==> src/hw/rtl/dvtu_pkg.sv <==
// ----------------------------------------------------------------------------
// dvtu_pkg
// Types, constants and the control store of the distance-vector table
// update unit.
// ----------------------------------------------------------------------------
`default_nettype none

package dvtu_pkg;

  // Table geometry and field widths
  localparam int unsigned TableDepth = 32;
  localparam int unsigned IdWidth    = 8;
  localparam int unsigned IdxWidth   = (TableDepth > 1) ? $clog2(TableDepth) : 1;
  localparam int unsigned CntWidth   = $clog2(TableDepth + 1);
  localparam int unsigned CostWidth  = 16;
  localparam int unsigned IdFieldW   = 8;

  localparam logic [CostWidth-1:0] CostMax = '1;
  localparam logic [CntWidth-1:0]  CountFull = CntWidth'(TableDepth);

  // Input word
  typedef struct packed {
    logic                 kind;
    logic [IdFieldW-1:0]  sender_id;
    logic [CostWidth-1:0] link_cost;
    logic [IdFieldW-1:0]  dest_id;
    logic [CostWidth-1:0] advertised_cost;
  } req_t;

  // Result word
  typedef struct packed {
    logic                 changed;
    logic                 table_full;
    logic [CostWidth-1:0] route_cost;
    logic [IdFieldW-1:0]  route_next_hop;
  } res_t;

  // One routing table entry as held in the RAM
  typedef struct packed {
    logic [IdWidth-1:0]   dest;
    logic [CostWidth-1:0] cost;
    logic [IdWidth-1:0]   hop;
  } entry_t;

  localparam int unsigned EntryWidth = $bits(entry_t);

  // Kind of input word
  localparam logic KindLink = 1'b0;

  // Microcode: datapath operations
  typedef enum logic [2:0] {
    OpNone   = 3'd0,
    OpPrep   = 3'd1,
    OpScan   = 3'd2,
    OpUpdate = 3'd3,
    OpAppend = 3'd4,
    OpReport = 3'd5
  } uc_op_e;

  // Microcode: jump conditions
  typedef enum logic [2:0] {
    CondNever  = 3'd0,
    CondStart  = 3'd1,
    CondSelf   = 3'd2,
    CondHit    = 3'd3,
    CondMissed = 3'd4
  } uc_cond_e;

  typedef logic [2:0] uc_addr_t;

  // Microcode addresses
  localparam uc_addr_t UcIdle   = 3'd0;
  localparam uc_addr_t UcPrep   = 3'd1;
  localparam uc_addr_t UcScan   = 3'd2;
  localparam uc_addr_t UcDecide = 3'd3;
  localparam uc_addr_t UcUpdate = 3'd4;
  localparam uc_addr_t UcAppend = 3'd5;
  localparam uc_addr_t UcReport = 3'd6;

  typedef struct packed {
    uc_op_e   op;
    uc_cond_e cond;
    uc_addr_t jump;
    uc_addr_t next;
  } uc_word_t;

  // Control store: jump when the condition holds, else go to next
  function automatic uc_word_t uc_rom(uc_addr_t addr);
    uc_word_t w;
    unique case (addr)
      UcIdle:   w = '{op: OpNone,   cond: CondStart,  jump: UcPrep,   next: UcIdle};
      UcPrep:   w = '{op: OpPrep,   cond: CondSelf,   jump: UcReport, next: UcScan};
      UcScan:   w = '{op: OpScan,   cond: CondHit,    jump: UcDecide, next: UcScan};
      UcDecide: w = '{op: OpNone,   cond: CondMissed, jump: UcAppend, next: UcUpdate};
      UcUpdate: w = '{op: OpUpdate, cond: CondNever,  jump: UcIdle,   next: UcReport};
      UcAppend: w = '{op: OpAppend, cond: CondNever,  jump: UcIdle,   next: UcReport};
      UcReport: w = '{op: OpReport, cond: CondNever,  jump: UcIdle,   next: UcIdle};
      default:  w = '{op: OpNone,   cond: CondNever,  jump: UcIdle,   next: UcIdle};
    endcase
    return w;
  endfunction

endpackage

`default_nettype wire

==> src/hw/rtl/dvtu_ram.sv <==
// ----------------------------------------------------------------------------
// dvtu_ram
// Generic RAM: one write port, one read port with registered read data.
// ----------------------------------------------------------------------------
`default_nettype none

module dvtu_ram #(
  parameter int unsigned Width = 8,
  parameter int unsigned Depth = 32
) (
  input  wire logic                                  clk_i,
  input  wire logic                                  we_i,
  input  wire logic [((Depth > 1) ? $clog2(Depth) : 1)-1:0] waddr_i,
  input  wire logic [Width-1:0]                      wdata_i,
  input  wire logic [((Depth > 1) ? $clog2(Depth) : 1)-1:0] raddr_i,
  output logic      [Width-1:0]                      rdata_o
);

  logic [Width-1:0] mem_q [Depth];

  // Write, and register the read word
  always_ff @(posedge clk_i) begin
    if (we_i) begin
      mem_q[waddr_i] <= wdata_i;
    end
    rdata_o <= mem_q[raddr_i];
  end

endmodule

`default_nettype wire

==> src/hw/rtl/distance_vector_table_update_unit.sv <==
// ----------------------------------------------------------------------------
// distance_vector_table_update_unit
// Routing table of one node: installs direct links and merges advertised
// distance-vector entries, driven by a small microprogram.
// ----------------------------------------------------------------------------
// Sequence: accept, prepare, scan the entries up to the matching index (or the
// fill count on a miss), decide, update or append, report, then the done_o
// strobe; a word naming this node goes from prepare straight to report.
// Throughput: one word at a time; the search reads one entry a cycle from the
// single read port of the table RAM. A new word is taken in the strobe cycle.
// Reset empties the table and clears own_id; results cannot be stalled.
`default_nettype none

module distance_vector_table_update_unit (
  input  wire logic                        clk_i,
  input  wire logic                        rst_ni,
  input  wire logic                        start,
  input  wire dvtu_pkg::req_t              req_i,
  output logic                             busy,
  output logic                             done_o,
  output dvtu_pkg::res_t                   res_o,
  input  wire logic                        cfg_valid_i,
  output logic                             cfg_ready_o,
  input  wire logic [dvtu_pkg::IdFieldW-1:0] cfg_data_i
);

  localparam int unsigned IdW  = dvtu_pkg::IdWidth;
  localparam int unsigned IdxW = dvtu_pkg::IdxWidth;
  localparam int unsigned CntW = dvtu_pkg::CntWidth;
  localparam int unsigned CstW = dvtu_pkg::CostWidth;

  // Sequencer
  dvtu_pkg::uc_addr_t pc_q, pc_d;
  dvtu_pkg::uc_word_t uw;
  logic               cond_ok;

  // Datapath registers
  logic [dvtu_pkg::IdFieldW-1:0] own_id_q;
  dvtu_pkg::req_t                req_q;
  logic [IdW-1:0]                dest_q;
  logic [CstW-1:0]               cost_q;
  logic [CntW-1:0]               count_q;
  logic [CntW-1:0]               cur_q;
  logic                          miss_q;
  dvtu_pkg::entry_t              entry_q;
  dvtu_pkg::res_t                res_q;
  logic                          done_q;

  // Datapath wires
  logic                          accept;
  logic                          is_self;
  logic                          scan_end;
  logic                          scan_match;
  logic [CstW:0]                 sum;
  logic [IdW-1:0]                sender;
  logic                          take;
  logic                          ram_we;
  logic [IdxW-1:0]               ram_waddr;
  logic [IdxW-1:0]               ram_raddr;
  logic [CntW-1:0]               cur_inc;
  dvtu_pkg::entry_t              ram_wdata;
  dvtu_pkg::entry_t              ram_rdata;

  assign accept      = start && !busy;
  assign busy        = (pc_q != dvtu_pkg::UcIdle);
  assign cfg_ready_o = !busy;
  assign done_o      = done_q;
  assign res_o       = res_q;

  assign uw         = dvtu_pkg::uc_rom(pc_q);
  assign sender     = req_q.sender_id[IdW-1:0];
  assign is_self    = (dest_q == own_id_q[IdW-1:0]);
  assign scan_end   = (cur_q == count_q);
  assign scan_match = (ram_rdata.dest == dest_q);
  assign sum        = {1'b0, req_q.link_cost} + {1'b0, req_q.advertised_cost};
  assign take       = (req_q.kind == dvtu_pkg::KindLink) || (cost_q < entry_q.cost);
  assign cur_inc    = cur_q + CntW'(1);

  // Pick the jump condition
  always_comb begin
    unique case (uw.cond)
      dvtu_pkg::CondNever:  cond_ok = 1'b0;
      dvtu_pkg::CondStart:  cond_ok = start;
      dvtu_pkg::CondSelf:   cond_ok = is_self;
      dvtu_pkg::CondHit:    cond_ok = scan_end || scan_match;
      dvtu_pkg::CondMissed: cond_ok = miss_q;
      default:              cond_ok = 1'b0;
    endcase
    pc_d = cond_ok ? uw.jump : uw.next;
  end

  // Table RAM addressing: prefetch the next entry while scanning
  always_comb begin
    ram_raddr = cur_inc[IdxW-1:0];
    if (uw.op == dvtu_pkg::OpPrep) begin
      ram_raddr = '0;
    end
    ram_we    = 1'b0;
    ram_waddr = cur_q[IdxW-1:0];
    ram_wdata = '{dest: dest_q, cost: cost_q, hop: sender};
    if (uw.op == dvtu_pkg::OpUpdate) begin
      ram_we = take;
    end else if (uw.op == dvtu_pkg::OpAppend) begin
      ram_we    = (count_q != dvtu_pkg::CountFull);
      ram_waddr = count_q[IdxW-1:0];
    end
  end

  dvtu_ram #(
    .Width (dvtu_pkg::EntryWidth),
    .Depth (dvtu_pkg::TableDepth)
  ) u_table (
    .clk_i   (clk_i),
    .we_i    (ram_we),
    .waddr_i (ram_waddr),
    .wdata_i (ram_wdata),
    .raddr_i (ram_raddr),
    .rdata_o (ram_rdata)
  );

  // Advance the microprogram, hold control state
  always_ff @(posedge clk_i or negedge rst_ni) begin
    if (!rst_ni) begin
      pc_q     <= dvtu_pkg::UcIdle;
      own_id_q <= '0;
      count_q  <= '0;
      done_q   <= 1'b0;
    end else begin
      pc_q   <= pc_d;
      done_q <= (uw.op == dvtu_pkg::OpReport);
      if (cfg_valid_i && cfg_ready_o) begin
        own_id_q <= cfg_data_i;
      end
      if ((uw.op == dvtu_pkg::OpAppend) && (count_q != dvtu_pkg::CountFull)) begin
        count_q <= count_q + CntW'(1);
      end
    end
  end

  // Datapath: latch the word, form the cost, scan and merge
  always_ff @(posedge clk_i) begin
    if (accept) begin
      req_q  <= req_i;
      dest_q <= (req_i.kind == dvtu_pkg::KindLink) ? req_i.sender_id[IdW-1:0]
                                                   : req_i.dest_id[IdW-1:0];
    end
    unique case (uw.op)
      dvtu_pkg::OpPrep: begin
        cur_q <= '0;
        res_q <= '0;
        if (req_q.kind == dvtu_pkg::KindLink) begin
          cost_q <= req_q.link_cost;
        end else if (sum[CstW]) begin
          cost_q <= dvtu_pkg::CostMax;
        end else begin
          cost_q <= sum[CstW-1:0];
        end
      end
      dvtu_pkg::OpScan: begin
        entry_q <= ram_rdata;
        miss_q  <= scan_end;
        if (!scan_end && !scan_match) begin
          cur_q <= cur_inc;
        end
      end
      dvtu_pkg::OpUpdate: begin
        if (take) begin
          res_q.changed        <= (entry_q.cost != cost_q) || (entry_q.hop != sender);
          res_q.route_cost     <= cost_q;
          res_q.route_next_hop <= dvtu_pkg::IdFieldW'(sender);
        end else begin
          res_q.route_cost     <= entry_q.cost;
          res_q.route_next_hop <= dvtu_pkg::IdFieldW'(entry_q.hop);
        end
      end
      dvtu_pkg::OpAppend: begin
        if (count_q != dvtu_pkg::CountFull) begin
          res_q.changed        <= 1'b1;
          res_q.route_cost     <= cost_q;
          res_q.route_next_hop <= dvtu_pkg::IdFieldW'(sender);
        end else begin
          res_q.table_full <= 1'b1;
        end
      end
      dvtu_pkg::OpNone, dvtu_pkg::OpReport: begin
      end
      default: begin
      end
    endcase
  end

endmodule

`default_nettype wire

==> config.mk <==
export PLATFORM = sky130hd
export DESIGN_NAME = distance_vector_table_update_unit
export DESIGN_NICKNAME = d
export VERILOG_FILES = /design/src/hw/rtl/dvtu_pkg.sv /design/src/hw/rtl/dvtu_ram.sv /design/src/hw/rtl/distance_vector_table_update_unit.sv
export SDC_FILE = /design/constraint.sdc
export NUM_CORES = 1
export LEC_CHECK = 0
export ABC_AREA = 1
export BUFFER_PORTS_ARGS = -buffer_cell sky130_fd_sc_hd__clkbuf_2
export CAP_MARGIN = 25
export CORE_MARGIN = 3
export CORE_UTILIZATION = 55
export DETAILED_ROUTE_END_ITERATION = 8
export HOLD_SLACK_MARGIN = 0.02
export PLACE_DENSITY_LB_ADDON = 0.2
export REMOVE_ABC_BUFFERS = 1
export SYNTH_ARGS = -nofsm -noshare
export SYNTH_HDL_FRONTEND = slang
export SYNTH_HIERARCHICAL = 1
export SYNTH_SLANG_ARGS = --single-unit
==> constraint.sdc <==
create_clock -name clk_i -period 9.4 [get_ports clk_i]
set_clock_uncertainty 0.2 [all_clocks]
set_input_delay 0.47 -clock clk_i [delete_from_list [all_inputs] [get_ports clk_i]]
set_output_delay 0.47 -clock clk_i [all_outputs]
set_load 0.005 [all_outputs]
==> out/results.tsv, run 1 <==
metric	value	unit
status	completed	
# Max-Cap Violations	0	
busiest layer in global routing	met2	
ANT nets after route	0	
syn_area_per_cell	11.8	um2
vias in the first global route	30600	
main flop type after synthesis	edfxtp_1	
DR WL/cell	23.5	um
count leader, synth	nand2_1	
Die Ht	306	um
DR iter-0 viols	3850	
setup repair bufs after CTS	0	
first-pass GRT wire length	195	mm
Filler cells	6786	
Slew headroom	0.269	
Synth area leader	edfxtp_1	
clk sinks	1196	
Initial Util	0.557	
met3 Resource Use GR	0.0479	
crit path time final	4.86	ns
fmax	206	MHz
I/O pin total	90	
via/cell ratio	5.80	
vias	32500	
Synth-to-Final Area Change	12.0	%
Net count, final	4424	
port buffer count	89	
Max rail drop VDD	0.380	mV
leakage	0.0207	uW
CP Class	flop to flop	
later-pin clock latency in the skew report	0.69	ns
number of synthesized flops with an enable pin	1146	
GRT Overall Usage	0.279	
Mapped Cells	4198	
Die ar.	93500	um2
M1 GR Usage	0.404	
DP Wirelength	71.7	mm
YS warnings	6	
Core ar.	88800	um2
residual DRC count	0	
Crit Path Max Fanout	34	
clock tree buffer depth	3	
CTS tree	done	
number of antenna violations at the first check in global routing	1	
Root Buffer	clkbuf_16	
Final setup viols	0	
Final Max Tran Viols	0	
Yosys reg bits	1196	
DRT Pass-1 Iters	6	
Power Dens Cells	360	nW/um2
Data required, critical path	9.55	ns
final hold violations	0	
area share of the largest cell type after synthesis	0.696	
Inserted Clock Buffers	120	
die width	306	um
Clk pin slew, worst setup/hold paths	0.06	ns
RePlAce Congestion	0.846	
Routed WL	132	mm
fraction of final layout cells sized beyond drive strength 1	0.102	
worst slack at placement	4.38	ns
met2 GRT Util	0.440	
Worst setup SP type	flop	
Worst setup EP type	flop	
Site Rows	109	
Synth cell types	46	
Synth async-reset ratio	0.0151	
period utilization	0.517	
worst endpoint data arrival time	5.02	ns
Netlist Area Pre-Place	49400	um2
largest net degree at the start of global routing	182	
Worst-Margin Slew	1.10	ns
PnR worst setup slack	4.54	ns
RSZ-0062 raised after global routing	false	
Hold WS	0.0576	ns
Tightest Hold Check Type	input port to async pin	
GRT overflow	0	
sequential area share after synthesis	0.718	
H-tree depth	3	
top cells by area, synth	edfxtp_1 70%, nand2_1 12%, nand3_1 8.1%	
synth cell count leaders	1601 x nand2_1, 1146 x edfxtp_1, 805 x nand3_1	
## area by class of cell
class	instances	area, um2	area share
timing repair buffer	236	1910	0.0345
inverter	79	342	0.00617
clock inverter	61	517	0.00933
multi-input combinational	2694	12300	0.222
clock buffer	166	3340	0.0603
antenna	2	5.00	0.0000904
sequential	1196	35500	0.641
tap	1165	1460	0.0263
## per-stage QoR
step	TNS, ns	area, um2	std cells	total power, uW	utilization
2_1_floorplan	-137.43	47800	3969	12800	-
3_3_place_gp	0	50700	5302	15100	0.571
3_5_place_dp	0	50800	5307	15200	0.572
4_1_cts	0	55200	5592	19900	0.622
5_1_grt	0	55400	5598	21100	0.624
6_report	0	55400	5599	19900	0.624
## report_power, final
group          internal [uW]  leakage [uW]  total, uW  switching [uW]
Combinational           2270       0.00801       8530            6260
Clock                   2690       0.00191       4660            1970
Sequential              6550        0.0108       6750             197
Total                  11500        0.0207      19900            8430
## layer usage
layer  up-vias  wire (um)
li1      14800          -
met1     15800      53100
met2      1662      61500
met3       210      13100
met4         0       3800
met5         -          0
## timing repair
item / CTS / global route
gates resized for setup: 0 / 0
hold buffers: 58 / 0
hold endpoints to repair: 75 / 0
## state kept, by name, summed over array words and instances, names as in the netlist, 3 cells and up
| signal | flops |
|---|---|
| pc_q | 3 |
| res_o | 26 |
| count_q | 6 |
| u_table/rdata_o | 32 |
| req_q | 33 |
| cur_q | 6 |
| entry_q | 24 |
| own_id_q | 8 |
| dest_q | 8 |
| u_table/mem_q | 1024 |
| sender | 8 |
| cost_q | 16 |
## placed cells by master (no fill, tap or decap), types with 18 or more instances in the layout
cell type | synthesis | final
a21oi_1 | 27 | 27
buf_4 | 27 | 76
clkbuf_1 | 25 | 33
clkbuf_16 | 0 | 123
clkbuf_2 | 1 | 89
clkinv_2 | 0 | 33
dfrtp_1 | 18 | 18
dfxtp_1 | 32 | 32
dlygate4sd3_1 | 0 | 58
edfxtp_1 | 1146 | 1146
ha_1 | 35 | 35
inv_1 | 71 | 67
nand2_1 | 1601 | 1601
nand3_1 | 805 | 804
nor2_1 | 95 | 58
nor2_4 | 3 | 40
xnor2_1 | 18 | 18
xor2_1 | 23 | 23
## cells by family (layout without fill, tap and decap cells)
kind of cell	count (synthesis)	in the layout	synth area share
and+or+nand+nor	2546	2546	0.217
DFF	1196	1196	0.718
buffers and inverters	308	542	0.0390
AOI/OAI and AO/OA	60	60	0.00688
xor gates and xnor gates	41	41	0.00726
adders and majority gates	36	36	0.00926
muxes	11	11	0.00251
other	0	2	0
## worst max-delay path, stage by stage (launching register included)
cell and delay (ns):
edfxtp_1 0.99, ha_1 0.39, nand2_1 0.07, nand2_1 0.05, nand2_1 0.05, nand2_1 0.05
nand2_1 0.05, nand2_1 0.05, nand2_1 0.07, nand2_1 0.08, nand2_2 0.16, nand2_1 0.11
nand2_1 0.13, nand3_1 0.71, nor2_4 0.87, buf_4 0.45
## final timing paths
path	start	to	slack [ns]	cells after the start
min in group clk_i	start	dest_q[6]	0.07	3
max in group asynchronous	rst_ni	count_q[5]	8.60	2
min	rst_ni	count_q[0]	0.06	2
max	cost_q[1]	u_table/mem_q[0][22]	4.54	15
max reg2reg	cost_q[1]	u_table/mem_q[0][22]	4.54	15
min reg2reg	u_table/rdata_o[14]	entry_q[14]	0.19	0
(Power assumes the default switching activity.)
==> inputs of run 2 (changes only) <==
clock period = 5.05 ns   (was 9.4 ns; I/O delays follow)
==> run 2 against run 1 <==
Net effect: cell count increased by 0.93%; sequential share of layout area decreased by 0.61 points; die area unchanged; first-iteration DRC count increased by 8.8%; critical path depth unchanged; sequential power increased by 88%; highest routed layer is now met5.
==> out/results.tsv, run 2 (same netlist as run 1, synthesis figures left out) <==
metric	value	unit	change
status	completed		
PnR worst setup slack	1.08	ns	-3.46 ns
most frequent cells in the layout	1601 x nand2_1, 1146 x edfxtp_1, 804 x nand3_1, 119 x clkbuf_16, 93 x buf_4		
period utilization	0.786		+0.268
CP Class	flop to flop		
fmax	252	MHz	+23%
vias	33200		+2.2%
largest net degree at the start of global routing	129		-29%
Worst-Margin Slew	1.01	ns	-0.0805 ns
crit path time final	3.97	ns	-0.894 ns
die width	306	um	unchanged
commonest non-fill, non-tap cell in the layout	nand2_1		
worst endpoint data arrival time	4.35	ns	-0.67 ns
number of antenna violations at the first check in global routing	6		+5
via/cell ratio	5.87		+1.3%
clock tree buffer depth	3		unchanged
CP bufs+invs	5		+4
Final setup viols	0		unchanged
GRT overflow	0		unchanged
GRT Overall Usage	0.296		+0.0169
Slew headroom	0.322		+0.0531
clk sinks	1196		unchanged
Crit Path Max Fanout	67		+97%
Site Rows	109		unchanged
H-tree depth	3		unchanged
CP max stage delay	0.65	ns	-0.34 ns
DR WL/cell	24.6	um	+4.5%
crit-path cells	nor2_2, inv_1, nor2_4, inv_1, nand2_1, inv_8, inv_8, buf_12, nand3_1, nand3_1, nand2_1, nand2_1, nand2_1, nand2_1, nand2_1		
Synth-to-Final Area Change	13.1	%	
Power Dens Cells	684	nW/um2	+90%
ANT nets after route	0		unchanged
setup repair bufs after CTS	0		unchanged
Critical Path Slowest Stage Cell	nor2_4		
setup_tns	0	ns	unchanged
fraction of final layout cells sized beyond drive strength 1	0.108		+0.00550
DR iter-0 viols	4190		+8.8%
first-pass GRT wire length	206	mm	+5.8%
top flop regs	u_table/mem_q (1024), req_q (33), u_table/rdata_o (32)		
Data required, critical path	5.43	ns	-4.12 ns
Worst setup EP type	flop		
Tightest Hold Check Type	input port to flop		
final hold violations	0		unchanged
RePlAce Congestion	0.894		+5.7%
FF/Latch Area	35500	um2	unchanged
DRT Pass-1 Iters	6		unchanged
Die ar.	93500	um2	unchanged
I/O pin total	90		unchanged
DP Wirelength	81.6	mm	+14%
worst slack at placement	1.18	ns	-3.20 ns
Die Ht	306	um	unchanged
Hold WS	0.0693	ns	+0.0118 ns
Tot Pwr	38200	uW	+92%
# Max-Cap Violations	0		unchanged
largest reg by FF count	u_table/mem_q		
later-pin clock latency in the skew report	0.71	ns	+0.02 ns
crit-path most repeated cell	nand2_1		
Inserted Clock Buffers	118		-1.7%
Final Max Tran Viols	0		unchanged
RSZ-0062 raised after global routing	false		
Routed WL	139	mm	+5.5%
CTS tree	done		
leakage	0.0210	uW	+1.1%
residual DRC count	0		unchanged
Initial Util	0.557		unchanged
post-route cell area	55900	um2	+0.97%
Max rail drop VDD	0.751	mV	+97%
vias in the first global route	31400		+2.8%
Core ar.	88800	um2	unchanged
Worst setup SP type	flop		
Net count, final	4476		+1.2%
max reg flops	1024		unchanged
Clk pin slew, worst setup/hold paths	0.06	ns	about the same
Root Buffer	clkbuf_16		
Multi-input gate area	12300	um2	unchanged
Filler cells	6722		-0.94%
Placed Area	51300	um2	+0.97%
port buffer count	89		unchanged
Top delay family on crit path	simple AND/OR/NAND/NOR gates		
run 2: cell count changes in the layout (fill, tap and decap cells not counted), sizes merged:
cell	before	now
buf	89	120
bufinv	8	7
clkbuf	255	233
clkinv	48	61
clkinvlp	2	9
dlygate4sd3	58	81
inv	82	83
run 2: stage by stage:
stage	cells	util
floorplan	3969	-
global placement	5342	0.577
detailed placement	5343	0.578
CTS	5649	0.630
global route	5650	0.630
finish	5651	0.630
run 2: worst register-to-register path: stages, from the launching register on:
cell and delay (ns):
dfrtp_1 0.43, nor2_2 0.17, inv_1 0.10, nor2_4 0.65, inv_1 0.24, nand2_1 0.23, inv_8 0.18, inv_8 0.43
buf_12 0.35, nand3_1 0.23, nand3_1 0.11, nand2_1 0.07, nand2_1 0.10, nand2_1 0.14, nand2_1 0.14, nand2_1 0.08
run 2: metal layers:
| layer | global-route usage | wire length (um) | vias to the layer above |
|---|---|---|---|
| met3 | 0.0523 | 14200 | 225 |
| met5 | 0 | 41 | - |
| met2 | 0.462 | 64600 | 1820 |
| met1 | 0.431 | 56400 | 16200 |
| li1 | - | - | 14900 |
| met4 | 0.0890 | 3620 | 6 |
run 2: worst paths after layout:
path	cells past startpoint	start	slack [ns]	end
min in group asynchronous	3	rst_ni	0.52	own_id_q[6]
worst max-delay path	15	pc_q[2]	1.08	u_table/rdata_o[21]
worst min register to register	0	u_table/rdata_o[22]	0.21	entry_q[22]
worst max register to register	15	pc_q[2]	1.08	u_table/rdata_o[21]
worst min-delay path	2	req_i[40]	0.07	sender[0]
max in group asynchronous	3	rst_ni	3.61	pc_q[1]
run 2: final cells by class:
class	count	area share
diodes	2	0.0000895
clock buffers	144	0.0566
clock inverters	81	0.0114
inverters	79	0.00611
multi-input cells	2694	0.220
flip-flops and latches	1196	0.635
well taps	1165	0.0261
repair buffers	290	0.0448
run 2: what timing repair did:
| action | CTS | global route |
|---|---|---|
| endpoints found under the hold margin | 88 | 0 |
| resized for setup | 0 | 0 |
| hold buffers | 81 | 0 |
run 2: power by group:
part	total [uW]	switching, uW	internal, uW	leakage [uW]
Clock	8580	3770	4810	0.00185
Combinational	17000	12500	4520	0.00830
Sequential	12700	452	12200	0.0108
